===== src/design/cfsr_pkg.sv =====
// shared types and constants for the colour frequency sensor reader
package cfsr_pkg;

    // operation codes of an input item
    localparam logic [1:0] OP_NONE = 2'd0;
    localparam logic [1:0] OP_READ = 2'd1;
    localparam logic [1:0] OP_WB   = 2'd2;

    // S2S3 filter select codes
    localparam logic [1:0] PINS_RED   = 2'd0;
    localparam logic [1:0] PINS_GREEN = 2'd3;
    localparam logic [1:0] PINS_BLUE  = 2'd1;
    localparam logic [1:0] PINS_CLEAR = 2'd2;

    // channel numbers of a result
    localparam logic [1:0] CH_RED   = 2'd0;
    localparam logic [1:0] CH_GREEN = 2'd1;
    localparam logic [1:0] CH_BLUE  = 2'd2;

    // configuration register indexes and widths
    localparam int CFG_INDEX_BITS = 2;
    localparam int CFG_DATA_BITS  = 10;
    localparam logic [CFG_INDEX_BITS-1:0] REG_GATE_MS    = 2'd0;
    localparam logic [CFG_INDEX_BITS-1:0] REG_FREQ_SCALE = 2'd1;

    // reset values
    localparam logic [9:0] GATE_MS_RESET    = 10'd10;
    localparam logic [1:0] FREQ_SCALE_RESET = 2'd3;
    localparam int RED_FACTOR_RESET   = 205;
    localparam int GREEN_FACTOR_RESET = 195;
    localparam int BLUE_FACTOR_RESET  = 255;

    // colour value limits
    localparam logic [7:0] VALUE_MAX  = 8'd255;
    localparam logic [7:0] VALUE_NONE = 8'd0;

    // job queue between front and back, depth is a power of two
    localparam int FIFO_DEPTH    = 4;
    localparam int FIFO_PTR_BITS = 2;
    localparam int FIFO_CNT_BITS = 3;

    // restoring divider: one quotient bit per step, nine bits with saturation
    localparam int Q_BITS = 9;
    localparam logic [3:0] DIV_FIRST_STEP = 4'd8;
    localparam logic [3:0] DIV_LAST_STEP  = 4'd0;

    // sequence mode of the front
    typedef enum logic [2:0] {
        MODE_IDLE = 3'b001,
        MODE_READ = 3'b010,
        MODE_WB   = 3'b100
    } t_mode;

    // state of the back
    typedef enum logic [1:0] {
        BK_TAKE = 2'b01,
        BK_DIV  = 2'b10
    } t_back_state;

    // input item request
    typedef struct packed {
        logic [1:0] operation;
        logic       edge_req;
        logic       ms_tick;
    } t_item;

    // result request
    typedef struct packed {
        logic [1:0] filter_select;
        logic [1:0] scale_pins;
        logic       led_on;
        logic       busy_res;
        logic       result_valid;
        logic [1:0] channel;
        logic [7:0] value;
        logic       is_last;
    } t_result;

    // everything of a result except the value, passed from front to back
    typedef struct packed {
        logic [1:0] filter_select;
        logic [1:0] scale_pins;
        logic       led_on;
        logic       busy_res;
        logic       result_valid;
        logic [1:0] channel;
        logic       is_last;
    } t_job_meta;

    localparam int META_BITS = $bits(t_job_meta);

endpackage


===== src/design/cfsr_front.sv =====
// front: config registers, filter sequencing, edge counting, job building
module cfsr_front #(
    parameter int COUNT_BITS = 16
) (
    input  logic                                i_clk,
    input  logic                                i_rst_n,
    input  logic                                i_cfg_valid,
    input  logic [cfsr_pkg::CFG_INDEX_BITS-1:0] i_cfg_index,
    input  logic [cfsr_pkg::CFG_DATA_BITS-1:0]  i_cfg_data,
    input  logic                                i_accept,
    input  cfsr_pkg::t_item                     i_item,
    output cfsr_pkg::t_job_meta                 o_meta,
    output logic [COUNT_BITS-1:0]               o_count,
    output logic [COUNT_BITS-1:0]               o_factor
);

    localparam logic [COUNT_BITS-1:0] COUNT_MAX = '1;

    logic [9:0]            r_gate_ms;
    logic [1:0]            r_freq_scale;
    logic [COUNT_BITS-1:0] r_edge_count, n_edge_count;
    logic [9:0]            r_window_ms, n_window_ms;
    logic [1:0]            r_channel, n_channel;
    cfsr_pkg::t_mode       r_mode, n_mode;
    logic [COUNT_BITS-1:0] r_red, n_red;
    logic [COUNT_BITS-1:0] r_green, n_green;
    logic [COUNT_BITS-1:0] r_blue, n_blue;

    logic [COUNT_BITS-1:0] cnt_edge;
    logic [9:0]            win_inc;
    logic [9:0]            gate_eff;
    logic [1:0]            ch_c;
    logic                  close_win;
    logic [COUNT_BITS-1:0] factor_sel;

    // configuration writes
    always_ff @(posedge i_clk) begin
        if (!i_rst_n) begin
            r_gate_ms    <= cfsr_pkg::GATE_MS_RESET;
            r_freq_scale <= cfsr_pkg::FREQ_SCALE_RESET;
        end else if (i_cfg_valid) begin
            case (i_cfg_index)
                cfsr_pkg::REG_GATE_MS:    r_gate_ms    <= i_cfg_data[9:0];
                cfsr_pkg::REG_FREQ_SCALE: r_freq_scale <= i_cfg_data[1:0];
                default: ;
            endcase
        end
    end

    // per-item datapath pieces
    always_comb begin
        cnt_edge = (i_item.edge_req && r_edge_count != COUNT_MAX)
                 ? r_edge_count + COUNT_BITS'(1) : r_edge_count;
        win_inc   = r_window_ms + 10'd1;
        gate_eff  = (r_gate_ms == 10'd0) ? 10'd1 : r_gate_ms;
        close_win = i_item.ms_tick && (win_inc >= gate_eff);
        ch_c      = (r_channel > cfsr_pkg::CH_BLUE) ? cfsr_pkg::CH_BLUE : r_channel;
        case (ch_c)
            cfsr_pkg::CH_RED:   factor_sel = r_red;
            cfsr_pkg::CH_GREEN: factor_sel = r_green;
            default:            factor_sel = r_blue;
        endcase
    end

    // sequence step
    always_comb begin
        n_edge_count = r_edge_count;
        n_window_ms  = r_window_ms;
        n_channel    = r_channel;
        n_mode       = r_mode;
        n_red        = r_red;
        n_green      = r_green;
        n_blue       = r_blue;
        o_meta.result_valid = 1'b0;
        o_meta.channel      = cfsr_pkg::CH_RED;
        o_meta.is_last      = 1'b0;
        o_count             = cnt_edge;
        o_factor            = factor_sel;
        if (r_mode == cfsr_pkg::MODE_IDLE) begin
            if (i_item.operation == cfsr_pkg::OP_READ ||
                i_item.operation == cfsr_pkg::OP_WB) begin
                n_mode = (i_item.operation == cfsr_pkg::OP_READ)
                       ? cfsr_pkg::MODE_READ : cfsr_pkg::MODE_WB;
                n_channel    = cfsr_pkg::CH_RED;
                n_edge_count = '0;
                n_window_ms  = '0;
            end
        end else begin
            n_edge_count = cnt_edge;
            if (i_item.ms_tick) begin
                n_window_ms = win_inc;
            end
            if (close_win) begin
                if (r_mode == cfsr_pkg::MODE_READ) begin
                    o_meta.result_valid = 1'b1;
                    o_meta.channel      = ch_c;
                    o_meta.is_last      = (ch_c == cfsr_pkg::CH_BLUE);
                end else begin
                    case (ch_c)
                        cfsr_pkg::CH_RED:   n_red   = cnt_edge;
                        cfsr_pkg::CH_GREEN: n_green = cnt_edge;
                        default:            n_blue  = cnt_edge;
                    endcase
                end
                n_edge_count = '0;
                n_window_ms  = '0;
                if (ch_c == cfsr_pkg::CH_BLUE) begin
                    n_mode    = cfsr_pkg::MODE_IDLE;
                    n_channel = cfsr_pkg::CH_RED;
                end else begin
                    n_channel = ch_c + 2'd1;
                end
            end
        end

        // pin outputs follow the state after this item
        if (n_mode == cfsr_pkg::MODE_IDLE) begin
            o_meta.filter_select = cfsr_pkg::PINS_CLEAR;
        end else begin
            case (n_channel)
                cfsr_pkg::CH_RED:   o_meta.filter_select = cfsr_pkg::PINS_RED;
                cfsr_pkg::CH_GREEN: o_meta.filter_select = cfsr_pkg::PINS_GREEN;
                default:            o_meta.filter_select = cfsr_pkg::PINS_BLUE;
            endcase
        end
        o_meta.scale_pins = r_freq_scale;
        o_meta.led_on     = (n_mode == cfsr_pkg::MODE_WB);
        o_meta.busy_res   = (n_mode != cfsr_pkg::MODE_IDLE);
    end

    // state update on each accepted item
    always_ff @(posedge i_clk) begin
        if (!i_rst_n) begin
            r_edge_count <= '0;
            r_window_ms  <= '0;
            r_channel    <= cfsr_pkg::CH_RED;
            r_mode       <= cfsr_pkg::MODE_IDLE;
            r_red        <= COUNT_BITS'(cfsr_pkg::RED_FACTOR_RESET);
            r_green      <= COUNT_BITS'(cfsr_pkg::GREEN_FACTOR_RESET);
            r_blue       <= COUNT_BITS'(cfsr_pkg::BLUE_FACTOR_RESET);
        end else if (i_accept) begin
            r_edge_count <= n_edge_count;
            r_window_ms  <= n_window_ms;
            r_channel    <= n_channel;
            r_mode       <= n_mode;
            r_red        <= n_red;
            r_green      <= n_green;
            r_blue       <= n_blue;
        end
    end

endmodule


===== src/design/cfsr_fifo.sv =====
// short job queue between the front and the back
module cfsr_fifo #(
    parameter int WIDTH = 8
) (
    input  logic             i_clk,
    input  logic             i_rst_n,
    input  logic             i_push,
    input  logic [WIDTH-1:0] i_data,
    output logic             o_full,
    input  logic             i_pop,
    output logic [WIDTH-1:0] o_data,
    output logic             o_empty
);

    logic [WIDTH-1:0]                   r_mem [cfsr_pkg::FIFO_DEPTH];
    logic [cfsr_pkg::FIFO_PTR_BITS-1:0] r_wr;
    logic [cfsr_pkg::FIFO_PTR_BITS-1:0] r_rd;
    logic [cfsr_pkg::FIFO_CNT_BITS-1:0] r_count;
    logic                               do_push;
    logic                               do_pop;

    assign o_full  = (r_count == cfsr_pkg::FIFO_CNT_BITS'(cfsr_pkg::FIFO_DEPTH));
    assign o_empty = (r_count == '0);
    assign do_push = i_push && !o_full;
    assign do_pop  = i_pop && !o_empty;
    assign o_data  = r_mem[r_rd];

    // storage
    always_ff @(posedge i_clk) begin
        if (do_push) begin
            r_mem[r_wr] <= i_data;
        end
    end

    // pointers wrap naturally at the power-of-two depth
    always_ff @(posedge i_clk) begin
        if (!i_rst_n) begin
            r_wr    <= '0;
            r_rd    <= '0;
            r_count <= '0;
        end else begin
            if (do_push) begin
                r_wr <= r_wr + cfsr_pkg::FIFO_PTR_BITS'(1);
            end
            if (do_pop) begin
                r_rd <= r_rd + cfsr_pkg::FIFO_PTR_BITS'(1);
            end
            case ({do_push, do_pop})
                2'b10:   r_count <= r_count + cfsr_pkg::FIFO_CNT_BITS'(1);
                2'b01:   r_count <= r_count - cfsr_pkg::FIFO_CNT_BITS'(1);
                default: r_count <= r_count;
            endcase
        end
    end

    // fill level never passes the depth
    a_fill_bound: assert property (@(posedge i_clk) disable iff (!i_rst_n)
        r_count <= cfsr_pkg::FIFO_CNT_BITS'(cfsr_pkg::FIFO_DEPTH))
        else $error("queue fill level above depth");

endmodule


===== src/design/cfsr_back.sv =====
// back: balance division and the result output register
module cfsr_back #(
    parameter int COUNT_BITS = 16
) (
    input  logic                  i_clk,
    input  logic                  i_rst_n,
    input  logic                  i_job_empty,
    input  cfsr_pkg::t_job_meta   i_meta,
    input  logic [COUNT_BITS-1:0] i_count,
    input  logic [COUNT_BITS-1:0] i_factor,
    output logic                  o_job_pop,
    input  logic                  i_pop,
    output logic                  o_empty,
    output cfsr_pkg::t_result     o_result
);

    localparam int REM_BITS = COUNT_BITS + 8;

    cfsr_pkg::t_back_state           r_state;
    logic                            r_ovalid;
    cfsr_pkg::t_result               r_out;
    cfsr_pkg::t_job_meta             r_meta;
    logic [REM_BITS-1:0]             r_rem;
    logic [COUNT_BITS-1:0]           r_den;
    logic [cfsr_pkg::Q_BITS-1:0]     r_q;
    logic [3:0]                      r_step;

    logic                            slot_free;
    logic                            take;
    logic                            needs_div;
    logic [REM_BITS-1:0]             prod;
    logic [REM_BITS-1:0]             den_sh;
    logic                            fits;
    logic [cfsr_pkg::Q_BITS-1:0]     q_next;
    logic [7:0]                      q_value;
    logic                            finish;

    // handshake with the queue and the output slot
    assign slot_free = !r_ovalid || i_pop;
    assign take      = !i_job_empty && (r_state == cfsr_pkg::BK_TAKE) && slot_free;
    assign o_job_pop = take;
    assign needs_div = i_meta.result_valid && (i_factor != '0);
    assign o_empty   = !r_ovalid;
    assign o_result  = r_out;

    // count * 255 as a shift and subtract
    assign prod = {i_count, 8'd0} - {8'd0, i_count};

    // one restoring division step
    always_comb begin
        den_sh  = {8'd0, r_den} << r_step;
        fits    = (r_rem >= den_sh);
        q_next  = fits ? (r_q | (cfsr_pkg::Q_BITS'(1) << r_step)) : r_q;
        q_value = q_next[cfsr_pkg::Q_BITS-1] ? cfsr_pkg::VALUE_MAX : q_next[7:0];
        finish  = (r_state == cfsr_pkg::BK_DIV) &&
                  (r_step == cfsr_pkg::DIV_LAST_STEP) && slot_free;
    end

    // divider sequencing
    always_ff @(posedge i_clk) begin
        if (!i_rst_n) begin
            r_state <= cfsr_pkg::BK_TAKE;
        end else begin
            case (r_state)
                cfsr_pkg::BK_TAKE: begin
                    if (take && needs_div) begin
                        r_state <= cfsr_pkg::BK_DIV;
                    end
                end
                cfsr_pkg::BK_DIV: begin
                    if (finish) begin
                        r_state <= cfsr_pkg::BK_TAKE;
                    end
                end
                default: r_state <= cfsr_pkg::BK_TAKE;
            endcase
        end
    end

    // divider datapath, the last step waits for a free output slot
    always_ff @(posedge i_clk) begin
        if (take && needs_div) begin
            r_meta <= i_meta;
            r_rem  <= prod;
            r_den  <= i_factor;
            r_q    <= '0;
            r_step <= cfsr_pkg::DIV_FIRST_STEP;
        end else if (r_state == cfsr_pkg::BK_DIV && r_step != cfsr_pkg::DIV_LAST_STEP) begin
            if (fits) begin
                r_rem <= r_rem - den_sh;
            end
            r_q    <= q_next;
            r_step <= r_step - 4'd1;
        end
    end

    // output slot valid
    always_ff @(posedge i_clk) begin
        if (!i_rst_n) begin
            r_ovalid <= 1'b0;
        end else if ((take && !needs_div) || finish) begin
            r_ovalid <= 1'b1;
        end else if (i_pop) begin
            r_ovalid <= 1'b0;
        end
    end

    // output slot payload
    always_ff @(posedge i_clk) begin
        if (finish) begin
            r_out.filter_select <= r_meta.filter_select;
            r_out.scale_pins    <= r_meta.scale_pins;
            r_out.led_on        <= r_meta.led_on;
            r_out.busy_res      <= r_meta.busy_res;
            r_out.result_valid  <= r_meta.result_valid;
            r_out.channel       <= r_meta.channel;
            r_out.is_last       <= r_meta.is_last;
            r_out.value         <= q_value;
        end else if (take && !needs_div) begin
            r_out.filter_select <= i_meta.filter_select;
            r_out.scale_pins    <= i_meta.scale_pins;
            r_out.led_on        <= i_meta.led_on;
            r_out.busy_res      <= i_meta.busy_res;
            r_out.result_valid  <= i_meta.result_valid;
            r_out.channel       <= i_meta.channel;
            r_out.is_last       <= i_meta.is_last;
            r_out.value         <= i_meta.result_valid ? cfsr_pkg::VALUE_MAX
                                                       : cfsr_pkg::VALUE_NONE;
        end
    end

    // step counter stays within the quotient bits
    a_step_range: assert property (@(posedge i_clk) disable iff (!i_rst_n)
        (r_state == cfsr_pkg::BK_DIV) |-> (r_step <= cfsr_pkg::DIV_FIRST_STEP))
        else $error("divider step out of range");

    // a division is never started with a zero divisor
    a_den_nonzero: assert property (@(posedge i_clk) disable iff (!i_rst_n)
        (r_state == cfsr_pkg::BK_DIV) |-> (r_den != '0))
        else $error("divider running with zero factor");

    // a result without a colour value shows zero value and no last mark
    a_idle_value: assert property (@(posedge i_clk) disable iff (!i_rst_n)
        (r_ovalid && !r_out.result_valid) |->
        (r_out.value == cfsr_pkg::VALUE_NONE && !r_out.is_last))
        else $error("value shown without a colour result");

endmodule


===== src/design/colour_frequency_sensor_reader.sv =====
// top level of the colour frequency sensor reader with white balance
//
//  channel   handshake                  payload
//  item      push / full                i_item   (operation, edge_req, ms_tick)
//  result    pop / empty                o_result (pins, flags, channel, value)
//  config    i_cfg_valid / o_cfg_ready  i_cfg_index, i_cfg_data
//
// one item is taken per cycle while the job queue has room; each gives one result
// a result is registered in the output slot after its item leaves the job queue;
// a read closing a window runs the restoring divider, one quotient bit per cycle
// the four-entry job queue and the output register let either side stall alone
// synchronous active-low reset restores config, factors and sequence state
module colour_frequency_sensor_reader #(
    parameter int COUNT_BITS = 16
) (
    input  logic                                i_clk,
    input  logic                                i_rst_n,
    input  logic                                push,
    output logic                                full,
    input  cfsr_pkg::t_item                     i_item,
    input  logic                                pop,
    output logic                                empty,
    output cfsr_pkg::t_result                   o_result,
    input  logic                                i_cfg_valid,
    output logic                                o_cfg_ready,
    input  logic [cfsr_pkg::CFG_INDEX_BITS-1:0] i_cfg_index,
    input  logic [cfsr_pkg::CFG_DATA_BITS-1:0]  i_cfg_data
);

    localparam int JOB_BITS = cfsr_pkg::META_BITS + 2 * COUNT_BITS;

    logic                  accept;
    cfsr_pkg::t_job_meta   front_meta;
    logic [COUNT_BITS-1:0] front_count;
    logic [COUNT_BITS-1:0] front_factor;
    logic [JOB_BITS-1:0]   job_in;
    logic [JOB_BITS-1:0]   job_out;
    logic                  job_empty;
    logic                  job_pop;
    cfsr_pkg::t_job_meta   back_meta;
    logic [COUNT_BITS-1:0] back_count;
    logic [COUNT_BITS-1:0] back_factor;

    assign o_cfg_ready = 1'b1;
    assign accept      = push && !full;

    // front end
    cfsr_front #(
        .COUNT_BITS (COUNT_BITS)
    ) u_front (
        .i_clk       (i_clk),
        .i_rst_n     (i_rst_n),
        .i_cfg_valid (i_cfg_valid),
        .i_cfg_index (i_cfg_index),
        .i_cfg_data  (i_cfg_data),
        .i_accept    (accept),
        .i_item      (i_item),
        .o_meta      (front_meta),
        .o_count     (front_count),
        .o_factor    (front_factor)
    );

    // job queue
    assign job_in = {front_meta, front_count, front_factor};

    cfsr_fifo #(
        .WIDTH (JOB_BITS)
    ) u_fifo (
        .i_clk   (i_clk),
        .i_rst_n (i_rst_n),
        .i_push  (accept),
        .i_data  (job_in),
        .o_full  (full),
        .i_pop   (job_pop),
        .o_data  (job_out),
        .o_empty (job_empty)
    );

    assign {back_meta, back_count, back_factor} = job_out;

    // back end
    cfsr_back #(
        .COUNT_BITS (COUNT_BITS)
    ) u_back (
        .i_clk       (i_clk),
        .i_rst_n     (i_rst_n),
        .i_job_empty (job_empty),
        .i_meta      (back_meta),
        .i_count     (back_count),
        .i_factor    (back_factor),
        .o_job_pop   (job_pop),
        .i_pop       (pop),
        .o_empty     (empty),
        .o_result    (o_result)
    );

endmodule

===== config.mk =====
export PLATFORM = sky130hd
export DESIGN_NAME = colour_frequency_sensor_reader
export DESIGN_NICKNAME = d
export VERILOG_FILES = /design/src/design/cfsr_pkg.sv /design/src/design/cfsr_front.sv /design/src/design/cfsr_fifo.sv /design/src/design/cfsr_back.sv /design/src/design/colour_frequency_sensor_reader.sv
export SDC_FILE = /design/constraint.sdc
export NUM_CORES = 1
export LEC_CHECK = 0
export ABC_CLOCK_PERIOD_IN_PS = 4600
export BUFFER_PORTS_ARGS = -buffer_cell sky130_fd_sc_hd__buf_4
export CAP_MARGIN = 20
export CORE_MARGIN = 3
export CORE_UTILIZATION = 40
export DETAILED_ROUTE_END_ITERATION = 10
export PLACE_DENSITY = 0.68
export SLEW_MARGIN = 10
export SYNTH_ARGS = -nofsm -noshare
export SYNTH_HDL_FRONTEND = slang
export SYNTH_SLANG_ARGS = --single-unit

===== constraint.sdc =====
create_clock -name i_clk -period 4.6 [get_ports i_clk]
set_clock_uncertainty 0.05 [all_clocks]
set_input_delay 0.92 -clock i_clk [delete_from_list [all_inputs] [get_ports i_clk]]
set_output_delay 0.92 -clock i_clk [all_outputs]
set_load 0.01 [all_outputs]

* After elaboration in Yosys (flattened, before gate mapping) *
Memory sizes are Yosys's and may differ from the RTL's. A register that Yosys moved wholly into a read port is not among the register bits.
Index checks and enable logic that the tools add are counted.

word-level totals
  bits in registers = 182
  bits in writable memories = 168
  input bits = 21
  output and inout port bits = 21
  word-level logic and storage cells = 160
  memories kept = 1

memories
  memory        depth  bits a word  read ports  clocked after Yosys merged registers in  wr ports  line             RTL
  u_fifo.r_mem  4      42           1           1                                        1         cfsr_fifo.sv:15  logic [WIDTH-1:0] r_mem [cfsr_pkg::FIFO_DEPTH];

operators by class
  add/subtract/negate cells = 10
  order comparisons = 3
  eq/ne operators = 20
  shifts and indexed selects = 2
  multiplexer cells = 43
  bitwise operators = 4
  reductions and logical operators = 44

operator list
  operator                                                                count
  24-bit two-way mux                                                      3
  16-bit two-way mux                                                      4
  10-bit two-way mux                                                      5
  18-bit two-way mux                                                      2
  16-bit one-hot mux with 2 select lines                                  1
  24-bit greater-or-equal comparator                                      1
  16-bit by 4-bit left shift with 24-bit output                           1
  24-bit by 16-bit subtractor with 24-bit output                          1
  24-bit subtractor                                                       1
  2-bit two-way mux                                                       10
  16-bit by 1-bit adder with 16-bit output (second input constant)        1
  8-bit two-way mux                                                       2
  16-bit != test (second input constant)                                  1
  16-bit nonzero test                                                     1
  3-bit two-way mux                                                       5
  5-bit AND reduction                                                     3
  1-bit logical AND                                                       13
  2-bit by 1-bit equality test with 1-bit output (second input constant)  6
  4-bit two-way mux                                                       3
  10-bit by 1-bit adder with 10-bit output (second input constant)        1
  10-bit greater-or-equal comparator                                      1
  10-bit logical NOT                                                      1
  2-bit AND reduction                                                     5
  2-bit nonzero test                                                      5
  other kinds (28)                                                        49

* Logic depth before layout (Yosys ltp) *
Gate-level depths: netlist of run 1.

  depth after elaboration = 9
  depth in mapped cells = 18
  gate-level depth less buffers = 16

* By module *
From an unflattened synthesis of run 1, not the netlist that was laid out.

unflattened totals
  cell total of the unflattened synthesis = 1438
  area total of the unflattened synthesis = 17176.5 um^2

by module, submodules not included
  module                          times used  cells each  area an instance (um^2)
  cfsr_fifo                       1           274         6600.1
  cfsr_back                       1           624         5895.7
  cfsr_front                      1           537         4655.7
  colour_frequency_sensor_reader  1           3           25.0

* Worst setup path after synthesis of run 1 *
No wires, ideal clock.

  path kind = reg-to-reg
  from = register u_back.r_step[0]
  to = register u_back.r_rem[0] (enable)
  library setup time = 0.414 ns
  arrival time = 4.472 ns
  data required time = 4.136 ns
  path slack = -0.336 ns
  stages on the path, launching flop included = 17
  buffers on the path = 3
  clock period less this slack = 4.936 ns
  cell sequence = dfxtp_1 -> clkbuf_1 -> buf_1 -> inv_1 -> a211oi_1 -> a21oi_1 -> mux2_2 -> a22oi_1 -> ha_1 -> and4_1 -> and3_1 -> nand2_1 -> o21bai_1 -> a31oi_1 -> o22ai_1 -> clkbuf_1 -> o22ai_1

on the way
  longest elaborated chain between the ends = 4
  elaborated cells on any way between the ends = 7

RTL lines
  what                                                                                        line                              RTL
  start: declaration                                                                          cfsr_back.sv:26                   logic [3:0] r_step;
  start signal: assignment                                                                    cfsr_back.sv:87                   r_step <= cfsr_pkg::DIV_FIRST_STEP;
  start signal: assignment                                                                    cfsr_back.sv:93                   r_step <= r_step - 4'd1;
  16-bit by 4-bit left shift with 24-bit output / 4-bit nonzero test (equally long branches)  cfsr_back.sv:51, cfsr_back.sv:88
  24-bit greater-or-equal comparator / 1-bit logical AND (equally long branches)              cfsr_back.sv:52, cfsr_back.sv:88
  2-bit nonzero test (no source line)                                                         -
  2-bit AND reduction (no source line) *                                                      -
  end signal: assignment                                                                      cfsr_back.sv:84                   r_rem <= prod;
  end signal: assignment                                                                      cfsr_back.sv:90                   r_rem <= r_rem - den_sh;
  end: declaration                                                                            cfsr_back.sv:23                   logic [REM_BITS-1:0] r_rem;

Every way passes the cells marked *; elsewhere a longest branch is shown, timed or not.
A chain may end at the register's enable or synchronous reset.

* Worst setup path after layout of run 1 *
  from = register u_back.r_step[1]
  to = register u_back.r_rem[23] (data pin)

on the way
  longest elaborated chain between the ends = 5

RTL lines
  what                                           line             RTL
  16-bit by 4-bit left shift with 24-bit output  cfsr_back.sv:51  den_sh = {8'd0, r_den} << r_step;
  24-bit subtractor                              cfsr_back.sv:90
  24-bit two-way mux                             cfsr_back.sv:89  if (fits) begin
  24-bit two-way mux                             cfsr_back.sv:88  end else if (r_state == cfsr_pkg::BK_DIV && r_step != cfsr_pkg::DIV_LAST_STEP) begin
  24-bit two-way mux                             cfsr_back.sv:82  if (take && needs_div) begin

Every way passes these cells. The select of a mux whose other input is x is not followed.

==> results of run 1 <==
flip-flops by register name, summed over array words and instances, names as in the netlist, 2 cells and up, named ones only:
| name | cells |
|---|---|
| u_back.o_result | 18 |
| u_back.r_den | 16 |
| u_back.r_meta | 10 |
| u_back.r_q | 9 |
| u_back.r_rem | 24 |
| u_back.r_state | 2 |
| u_back.r_step | 4 |
| u_fifo.r_count | 3 |
| u_fifo.r_mem | 168 |
| u_fifo.r_rd | 2 |
| u_fifo.r_wr | 2 |
| u_front.r_blue | 16 |
| u_front.r_channel | 2 |
| u_front.r_edge_count | 16 |
| u_front.r_freq_scale | 2 |
| u_front.r_gate_ms | 10 |
| u_front.r_green | 16 |
| u_front.r_mode | 3 |
| u_front.r_red | 16 |
| u_front.r_window_ms | 10 |
power by group through the flow:
stage | clock (mW) | sequential (mW) | combinational, mW
5_1_grt | 3.16 | 4.43 | 6.76
6_report | 2.94 | 4.38 | 6.09
2_1_floorplan | 0 | 4.35 | 4.53
3_5_place_dp | 0 | 4.45 | 6.04
3_3_place_gp | 0 | 4.44 | 6.04
4_1_cts | 3.02 | 4.39 | 6.08
cell type report:
| class | instances | area [µm²] |
|---|---|---|
| clock inverter | 16 | 138 |
| fill | 3657 | 22200 |
| tap | 532 | 666 |
| timing repair buffer | 75 | 576 |
| inverter | 60 | 225 |
| sequential | 352 | 9410 |
| clock buffer | 54 | 1080 |
| multi-input combinational | 972 | 7090 |
routing by layer:
| layer | vias up | wire (µm) | share of wire [%] | global-route usage, % |
|---|---|---|---|---|
| met3 | 60 | 1590 | 4.3 | 2.52 |
| met4 | 0 | 926 | 2.5 | 4.97 |
| met1 | 5409 | 17200 | 46 | 23.4 |
| met2 | 233 | 17400 | 47 | 27.4 |
| li1 | 5478 | - | - | - |
| met5 | - | 0 | 0 | 0 |
logic make-up (layout without fill, tap and decap cells):
kind of cell | count (synthesis) | count (layout) | share of synthesized area [%]
simple gates | 437 | 437 | 11.9
other cells | 1 | 1 | 0.0221
mux | 136 | 136 | 11.7
compound gates | 272 | 272 | 10.0
buf+inv | 131 | 205 | 3.11
fa+ha+maj | 58 | 58 | 4.36
xor+xnor | 68 | 68 | 3.51
flops | 352 | 352 | 55.4
Yosys cell counts, types with 25 or more instances:
cell type  number
nor2_1        131
nand2_1       156
clkbuf_1       50
ha_1           56
mux4_2         49
mux2i_1        80
xnor2_1        46
o21ai_0        70
a21oi_1        70
edfxtp_1      236
dfxtp_1       116
nand3_1        25
inv_1          59
worst register-to-register path, delay by kind of cell, from the launching register on:
| family | cells | cell delay, ns |
|---|---|---|
| AO/OA/AOI/OAI | 9 | 1.39 |
| adder cells (fa/ha/maj) | 1 | 0.37 |
| buffers and inverters | 1 | 0.30 |
| flip-flops | 1 | 0.65 |
| multiplexers | 1 | 0.12 |
| AND/OR/NAND/NOR | 4 | 1.04 |
final timing paths:
| kind | startpoint | endpoint | slack [ns] | depth (start not counted) |
|---|---|---|---|---|
| max | u_back.r_step[1] | u_back.r_rem[23] | 0.40 | 16 |
| min | u_front.r_green[6] | u_front.r_green[6] | 0.42 | 2 |
| max reg2reg | u_back.r_step[1] | u_back.r_rem[23] | 0.40 | 16 |
| min reg2reg | u_front.r_green[6] | u_front.r_green[6] | 0.42 | 2 |
per-stage QoR:
step	hold slack (ns)	total power, mW	util, %	worst slack (ns)
finish	0.423	13.4	46.4	0.395
global route	0.451	14.4	46.4	0.0240
CTS	0.425	13.5	46.4	0.437
detailed placement	0.408	10.5	43.4	0.436
global placement	0.402	10.5	43.4	0.507
floorplan	0.389	8.88	-	0.232
==> metrics.txt, run 1 <==
Most used DFF post-synth edfxtp_1; Finished Layout Cells 2,061; Post-synth EDFFs around 240; Switching Fraction 37.7%; Starting Density 41.0%; Post-CTS Setup Inserts 0; final wirelength between 30 and 40 mm; total gr overflow 0; H-Tree Depth 2; vias in the first global route approximately 11k; post-cts sizing count 0; cell count after synthesis 1,455; CTS Buf Count 38; count of cell types in the netlist 67; clk_lat worst skew 0.53 ns; achievable frequency 238 MHz; antenna cells 0; count of final max-slew check failures 0; vias roughly 11k; Final TNS setup 0 ns; Buf/Inv on CP 1; CP max stage cell dfxtp_1; Ys Warns 0; Syn-to-layout area delta 13.0%; wire length per cell ~18 µm; Ports 42; placed cell count about 2k; Root Buffer clkbuf_16; initial antenna violation count 0; Final Hold Fails 0; number of port buffers 40; Design Area, Final between 0.015 and 0.02 mm²; Crit path largest cell delay ~0.65 ns; Worst Setup End Kind flip-flop; Internal Pwr Total 8.35 mW; Crit path required time 4.82 ns; synthesized cell area 0.0170 mm²; syn_nets roughly 1.5k; most common cell after layout, fill and taps aside edfxtp_1; Tmin final around 4.2 ns; fin crit share between 90% and 100%; leading area contributor after synthesis edfxtp_1; final RePlAce weighted congestion roughly 0.86; Max Fanout on Critical Path 14; final setup vio count 0; VDD IR max roughly 0.30 mV; commonest cells after routing, fill and taps aside 236 x edfxtp_1, 156 x nand2_1, 130 x nor2_1, 114 x dfxtp_1, 80 x mux2i_1; post-route ant nets 0; Yosys reg bits between 300 and 400; sequential power share between 30% and 40%; Final Net Count between 1.5k and 2k; GRT Resource Usage Total between 10% and 20%; worst path arrival time around 4.4 ns; clk slew on worst S/H paths 0.06 ns; die area about 0.045 mm²; Hold Crit Class reg -> reg; share of layout cells above drive strength 1 14.7%; hold-fix buffers at CTS 0; Die H between 200 and 250 µm; post-synthesis sequential area ratio a little under three fifths; Clock power frac ~22%; status completed; Post-synth ARST share 0%; First-pass DRT Iterations 5; Mapped Avg Cell Area 11.7 µm²; # rows 74; MaxCap Viol Count 0; Max Root-Sink Buffers 3; crit-path cells buf_4 > mux2i_1 > nor2_1 > a31oi_1 > nand2_1 > o21ai_0 > or2_2 > ha_1 > o211ai_1 > a21oi_1 > o21ai_0 > a21o_1 > or4_1 > a21oi_1 > o21a_1 > o31ai_1; Tightest Pin Transition between 0.9 and 1 ns; Leak Pwr ~6.7 nW; DRC 0; via/cell ratio between 5 and 6; DP Area ~0.018 mm²; Initial DRC Count roughly 700; largest net degree at the start of global routing 77; CTS tree yes; RSZ-0062 raised after global routing false; pwr/cell area roughly 700 mW/mm²; first-pass GRT wire length between 60 and 70 mm; relative slew slack roughly two fifths; Die W between 200 and 250 µm; type of the worst setup path reg -> reg; Core Area slightly above 0.04 mm²; Comb pwr share 45.4%; Setup crit start kind flip-flop; DP HPWL about 26 mm; Psw between 5 and 6 mW; clock sinks 352; CP top delay family compound AO/OA/AOI/OAI gates; Yosys top cell area share a little over two fifths; Synth area leaders edfxtp_1 42%, dfxtp_1 14%, mux4_2 6.5%
Power figures use the tool's default switching activity.
==> inputs of run 2 (changes only) <==
--- a/config.mk
+++ b/config.mk
@@ -5,13 +5,13 @@
 export SDC_FILE = /design/constraint.sdc
 export NUM_CORES = 1
 export LEC_CHECK = 0
-export ABC_CLOCK_PERIOD_IN_PS = 4600
+export ABC_CLOCK_PERIOD_IN_PS = 4500
 export BUFFER_PORTS_ARGS = -buffer_cell sky130_fd_sc_hd__buf_4
 export CAP_MARGIN = 20
 export CORE_MARGIN = 3
 export CORE_UTILIZATION = 40
 export DETAILED_ROUTE_END_ITERATION = 10
-export PLACE_DENSITY = 0.68
+export PLACE_DENSITY = 0.66
 export SLEW_MARGIN = 10
 export SYNTH_ARGS = -nofsm -noshare
 export SYNTH_HDL_FRONTEND = slang
==> constraint.sdc (replaced) <==
create_clock -name i_clk -period 4.5 [get_ports i_clk]
set_clock_uncertainty 0.05 [all_clocks]
set_input_delay 0.9 -clock i_clk [delete_from_list [all_inputs] [get_ports i_clk]]
set_output_delay 0.9 -clock i_clk [all_outputs]
set_load 0.01 [all_outputs]
==> metrics.txt, run 2 (synthesized netlist as in run 1, its figures left out) <==
status completed (unchanged); M1 GR Usage 24.2% (was 23.4%); largest net degree at the start of global routing 77 (unchanged); die area 0.0450 mm² (unchanged); Tmin final 4.15 ns (was 4.20 ns); most common cell after layout, fill and taps aside edfxtp_1 (unchanged); MaxCap Viol Count 0 (unchanged); clock sinks 352 (unchanged); R2R Setup Slk 0.35 ns (was 0.40 ns); antenna cells 0 (unchanged); GRT Resource Usage Total 17.0% (was 16.8%); share of layout cells above drive strength 1 14.4% (was 14.7%); Hold Crit Depth 1 (was 2); final setup vio count 0 (unchanged); DRC 0 (unchanged); fin crit share 92.2% (was 91.4%); clk_lat worst skew 0.54 ns (was 0.53 ns); Syn-to-layout area delta 13.0% (about the same); Tightest Pin Transition 1.07 ns (was 0.906 ns); number of port buffers 40 (unchanged); DP HPWL 26.4 mm (about the same); M2 GR Usage 27.0% (was 27.4%); initial antenna violation count 0 (unchanged); Die W 212 µm (unchanged); Leak Pwr 6.75 nW (about the same); max reg flops 168 (unchanged); pwr/cell area 713 mW/mm² (was 699 mW/mm²); GRT met3 Usage 2.46% (was 2.52%); commonest cells after routing, fill and taps aside 236 x edfxtp_1, 156 x nand2_1, 130 x nor2_1, 114 x dfxtp_1 (was 236 x edfxtp_1, 156 x nand2_1, 130 x nor2_1, 114 x dfxtp_1, 80 x mux2i_1); Post-CTS Setup Inserts 0 (unchanged); Reg with most FFs u_fifo.r_mem (unchanged); post-route ant nets 0 (unchanged); Design Area, Final 0.0192 mm² (about the same); Root Buffer clkbuf_16 (unchanged); final RePlAce weighted congestion 0.846 (was 0.864); vias in the first global route 11.1k (about the same); Final TNS setup 0 ns (unchanged); Crit path required time 4.85 ns (was 4.82 ns); worst flop-to-flop path startpoint u_back.r_step[1] (unchanged); CTS tree yes (unchanged); Max Fanout on Critical Path 15 (was 14); Core Area 0.0414 mm² (unchanged); DP Area 0.0180 mm² (about the same); H-Tree Depth 2 (unchanged); cell count of the worst reg-to-reg path 14 (was 16); Worst Setup End Kind flip-flop (unchanged); clk slew on worst S/H paths 0.06 ns (about the same); Max Root-Sink Buffers 3 (unchanged); Final Net Count 1,583 (was 1,578); Hold Path Origin u_back.r_q[0] (was u_front.r_green[6]); Starting Density 41.0% (unchanged); via/cell ratio 5.47 (was 5.42); worst path arrival time 4.50 ns (was 4.42 ns); count of final max-slew check failures 0 (unchanged); hold endpoint u_back.r_q[0] (was u_front.r_green[6]); wire length per cell 18.2 µm (was 18.0 µm); achievable frequency 241 MHz (was 238 MHz); total gr overflow 0 (unchanged); relative slew slack 28.6% (was 39.2%); Die H 212 µm (unchanged); Setup crit start kind flip-flop (unchanged); Initial DRC Count 752 (was 699); Ports 42 (unchanged); grt peak-use layer met2 (unchanged); hold-fix buffers at CTS 0 (unchanged); post-cts sizing count 0 (unchanged); first-pass GRT wire length 60.8 mm (was 60.1 mm); Final Hold Fails 0 (unchanged); RSZ-0062 raised after global routing false (unchanged); VDD IR max 0.421 mV (was 0.300 mV); type of the worst setup path reg -> reg (unchanged); reg-to-reg endpoint u_back.r_rem[22] (was u_back.r_rem[23]); vias 11.3k (was 11.2k); CTS Buf Count 37 (was 38); # rows 74 (unchanged); final wirelength 37.5 mm (was 37.1 mm); First-pass DRT Iterations 5 (unchanged); Hold Crit Class reg -> reg (unchanged)
[run 2: cell count changes in the layout (fill, tap and decap cells not counted)]
cell	delta
buf_4	+6
clkinv_1	+5
clkbuf_8	-4
clkbuf_1	+3
clkbuf_2	-2
clkinv_2	-2
clkinv_4	-2
bufinv_16	+1
clkinv_8	+1
clkinvlp_4	-1
inv_16	-1
inv_6	-1
[run 2: critical path: stages, from the launching register on]
cell and delay [ns]:
dfxtp_1 0.46, buf_4 0.27, mux2i_1 0.26, a21oi_1 0.11
mux2_2 0.28, a22oi_1 0.24, ha_1 0.35, a211o_1 0.28
a21oi_1 0.22, o21ai_0 0.15, a211o_1 0.30, o22a_1 0.20
a41o_1 0.27, or4_1 0.46, nand3_1 0.10
[run 2: layout make-up]
cell class	instances	area [µm²]
Clock buffer	51	1030
Timing Repair Buffer	81	621
Fill cell	3643	22200
Tap cell	532	666
Inverter	60	225
Sequential cell	352	9410
Multi-Input combinational cell	972	7090
Clock inverter	16	139
[run 2: worst max-delay path by stage]
stage,cells past startpoint,slack (ns),end,startpoint
after floorplan,16,0.13,u_back.r_rem[0],u_back.r_step[0]
after global placement,15,0.47,u_back.r_rem[22],u_back.r_step[1]
after detailed placement,15,0.39,u_back.r_rem[22],u_back.r_step[1]
after CTS,15,0.40,u_back.r_rem[22],u_back.r_step[1]
after global routing,15,0.03,u_back.r_rem[22],u_back.r_step[1]
final,14,0.35,u_back.r_rem[22],u_back.r_step[1]
[run 2: metrics by stage]
stage	hold WS (ns)	setup slack [ns]	std cells	util, %	total power, mW
2_1_floorplan	0.389	0.132	1455	-	9.08
3_3_place_gp	0.401	0.470	1997	43.5	10.7
3_5_place_dp	0.407	0.393	1997	43.5	10.8
4_1_cts	0.423	0.399	2064	46.4	13.8
5_1_grt	0.448	0.0268	2064	46.4	14.7
6_report	0.420	0.350	2064	46.4	13.7
[run 2: per-layer routing]
metal | vias to the layer above | wire length (µm)
li1 | 5473 | -
met1 | 5486 | 17700
met2 | 275 | 17200
met3 | 63 | 1670
met4 | 0 | 966
met5 | - | 0
[run 2: power by group]
part	switching, mW	total (mW)	internal, mW
Clock	1.22	2.94	1.72
Sequential	0.256	4.48	4.22
Combinational	3.68	6.26	2.58
Total	5.15	13.7	8.53
==> inputs of run 3 (changes only) <==
--- a/config.mk
+++ b/config.mk
@@ -5,6 +5,7 @@
 export SDC_FILE = /design/constraint.sdc
 export NUM_CORES = 1
 export LEC_CHECK = 0
+export ABC_AREA = 1
 export ABC_CLOCK_PERIOD_IN_PS = 4500
 export BUFFER_PORTS_ARGS = -buffer_cell sky130_fd_sc_hd__buf_4
 export CAP_MARGIN = 20
==> metrics.txt, run 3 <==
clk slew on worst S/H paths 0.06 ns (about the same); XOR/XNOR share of the synthesized area 2.12% (was 3.51%); Setup crit start kind flip-flop (unchanged); Root Buffer clkbuf_16 (unchanged); hold-fix buffers at CTS 0 (unchanged); Max Fanout on Critical Path 23 (was 15); most frequent CP cell nand2_1; final wirelength 46.1 mm (was 37.5 mm); Ports 42 (unchanged); count of final max-slew check failures 0 (unchanged); Crit path required time 4.73 ns (was 4.85 ns); largest net degree at the start of global routing 87 (was 77); Post-CTS Setup Inserts 0 (unchanged); status completed (unchanged); Mapped Avg Cell Area 8.30 µm² (was 11.7 µm²); MaxCap Viol Count 0 (unchanged); worst path arrival time 4.33 ns (was 4.50 ns); max reg flops 168 (unchanged); fin crit share 91.1% (was 92.2%); Starting Density 40.9% (was 41.0%); Final Net Count 2,301 (was 1,583); Post-synth ARST share 0% (unchanged); DRC 0 (unchanged); die area 0.0482 mm² (was 0.0450 mm²); Tightest Pin Transition 0.986 ns (was 1.07 ns); achievable frequency 244 MHz (was 241 MHz); Reg with most FFs u_fifo.r_mem (unchanged); Leak Pwr 8.54 nW (was 6.75 nW); leading area contributor after synthesis edfxtp_1 (unchanged); total gr overflow 0 (unchanged); Max Used Layer met4 (unchanged); Initial DRC Count 1,307 (was 752); antenna cells 0 (unchanged); via/cell ratio 5.17 (was 5.47); clk_lat worst skew 0.56 ns (was 0.54 ns); met3 routed WL 2.23 mm (was 1.67 mm); number of port buffers 40 (unchanged); DP HPWL 32.6 mm (was 26.4 mm); type of the worst setup path reg -> reg (unchanged); Ys Warns 0 (unchanged); Most used DFF post-synth edfxtp_1 (unchanged); Compound-Gate Fraction of Synth Area 9.86% (was 10.0%); Tot Pwr 17.1 mW (was 13.7 mW); Syn-to-layout area delta 11.8% (was 13.0%); cell count after synthesis 2,195 (was 1,455); post-synthesis mux area share 0.329% (was 11.7%); vias 14.7k (was 11.3k); Max Root-Sink Buffers 3 (unchanged); post-cts sizing count 0 (unchanged); initial antenna violation count 0 (unchanged); # rows 77 (was 74); post-route ant nets 0 (unchanged); largest family of logic cells by synthesized area simple AND/OR/NAND/NOR gates (unchanged); syn_nets 2,274 (was 1,534); CP max stage cell clkinv_1 (was dfxtp_1); most common cell after layout, fill and taps aside nand2_1 (was edfxtp_1); CTS Buf Count 38 (was 37); wire length per cell 16.2 µm (was 18.2 µm); Die W 219 µm (was 212 µm); pwr/cell area 839 mW/mm² (was 713 mW/mm²); Worst Setup End Kind flip-flop (unchanged); Commonest cells post-synth 671 x nand2_1, 236 x edfxtp_1, 210 x nor2_1 (was 236 x edfxtp_1, 156 x nand2_1, 131 x nor2_1); Hold Crit Class reg -> reg (unchanged); post-synthesis sequential area ratio 51.6% (was 55.4%); Tmin final 4.10 ns (was 4.15 ns); first-pass GRT wire length 72.7 mm (was 60.8 mm); Synth Area in Simple Gates 25.3% (was 11.9%); Post-Synth Adder-Cell Area 4.06% (was 4.36%); final setup vio count 0 (unchanged); relative slew slack 34.2% (was 28.6%); Post-Route M1 WL 21.4 mm (was 17.7 mm); CTS tree yes (unchanged); Post-synth EDFFs 236 (unchanged); synthesized cell area 0.0182 mm² (was 0.0170 mm²); RSZ-0062 raised after global routing false (unchanged); H-Tree Depth 2 (unchanged); Final Hold Fails 0 (unchanged); crit-path cells buf_4 > clkinv_1 > o21ai_0 > o21ai_0 > a221oi_1 > ha_1 > nand2_1 > o21ai_0 > a21oi_1 > nand3_2 > a21oi_2 > nand2_1 > nand2_1 > nand2_1 (was buf_4 > mux2i_1 > a21oi_1 > mux2_2 > a22oi_1 > ha_1 > a211o_1 > a21oi_1 > o21ai_0 > a211o_1 > o22a_1 > a41o_1 > or4_1 > nand3_1); count of cell types in the netlist 51 (was 67); commonest cells after routing, fill and taps aside 671 x nand2_1, 236 x edfxtp_1, 206 x nor2_1, 204 x inv_1, 152 x o21ai_0 (was 236 x edfxtp_1, 156 x nand2_1, 130 x nor2_1, 114 x dfxtp_1); VDD IR max 0.408 mV (was 0.421 mV); met2 wire len 21.3 mm (was 17.2 mm); Final TNS setup 0 ns (unchanged); clock sinks 352 (unchanged); Synth area leaders edfxtp_1 39%, nand2_1 14%, dfxtp_1 13% (was edfxtp_1 42%, dfxtp_1 14%, mux4_2 6.5%); Yosys reg bits 352 (unchanged); cell with the most instances after synthesis nand2_1 (was edfxtp_1); Die H 219 µm (was 212 µm); final RePlAce weighted congestion 0.932 (was 0.846); Yosys top cell area share 38.9% (was 41.7%); Crit path largest cell delay 0.48 ns (was 0.46 ns); Core Area 0.0446 mm² (was 0.0414 mm²); GRT Resource Usage Total 19.0% (was 17.0%); First-pass DRT Iterations 6 (was 5); share of layout cells above drive strength 1 7.55% (was 14.4%); vias in the first global route 13.4k (was 11.1k)
run 3: cell count changes in the layout (fill, tap and decap cells not counted), sizes merged, moves of 44 or more:
| cell | previous run | this run |
|---|---|---|
| o21ai | 72 | 166 |
| nand3 | 26 | 151 |
| a21oi | 70 | 114 |
| nor2 | 132 | 219 |
| mux2i | 80 | 6 |
| nand2 | 156 | 679 |
| mux4 | 49 | 0 |
| inv | 60 | 214 |
run 3: final timing paths:
check / startpoint / to / slack (ns) / cells after the start
max: u_back.r_step[1] / u_back.o_result[3] / 0.40 / 14
max reg2reg: u_back.r_step[1] / u_back.o_result[3] / 0.40 / 14
min: u_back.r_q[0] / u_back.r_q[0] / 0.40 / 2
min reg2reg: u_back.r_q[0] / u_back.r_q[0] / 0.40 / 2
run 3: layout make-up:
class,count,area [µm²]
Fill cell,4288,24200
Sequential cell,352,9410
Multi-Input combinational cell,1552,7640
Clock buffer,49,1010
Inverter,212,798
Tap cell,592,741
Timing Repair Buffer,66,508
Clock inverter,20,274
run 3: stage by stage:
step                      area, µm²  setup slack, ns  std cells  hold slack, ns  utilization [%]
after CTS                     20400            0.440       2843           0.398             45.7
after global placement        19100            0.582       2774           0.388             42.8
after floorplan               18200            0.983       2195           0.364                -
final                         20400            0.400       2843           0.398             45.7
after detailed placement      19100            0.474       2774           0.389             42.8
after global routing          20400           0.0364       2843           0.419             45.7
run 3: worst max-delay path, delay by kind of cell (launching register included):
family                     cells  cell delay, ns
adders and majority gates      1            0.36
buffers and inverters          2            0.70
and+or+nand+nor                5            0.67
DFF                            1            0.31
AOI/OAI and AO/OA              6            1.75
run 3: report_power, final:
group | internal, mW | switching [mW]
combinational | 2.89 | 6.31
clock | 1.89 | 1.31
sequential | 4.44 | 0.278
run 3: per-layer routing:
metal / up-vias / global-route usage, %
li1: 7322 / -
met1: 6923 / 26.8
met2: 375 / 30.2
met3: 74 / 2.62
met4: 0 / 6.18
met5: - / 0
run 3: cells by family (layout without fill, tap and decap cells):
family          after synthesis  in the layout
simple gates               1114           1114
fa+ha+maj                    58             58
compound gates              331            331
xor+xnor                     42             42
buf+inv                     291            347
flops                       352            352
other cells                   1              1
mux                           6              6
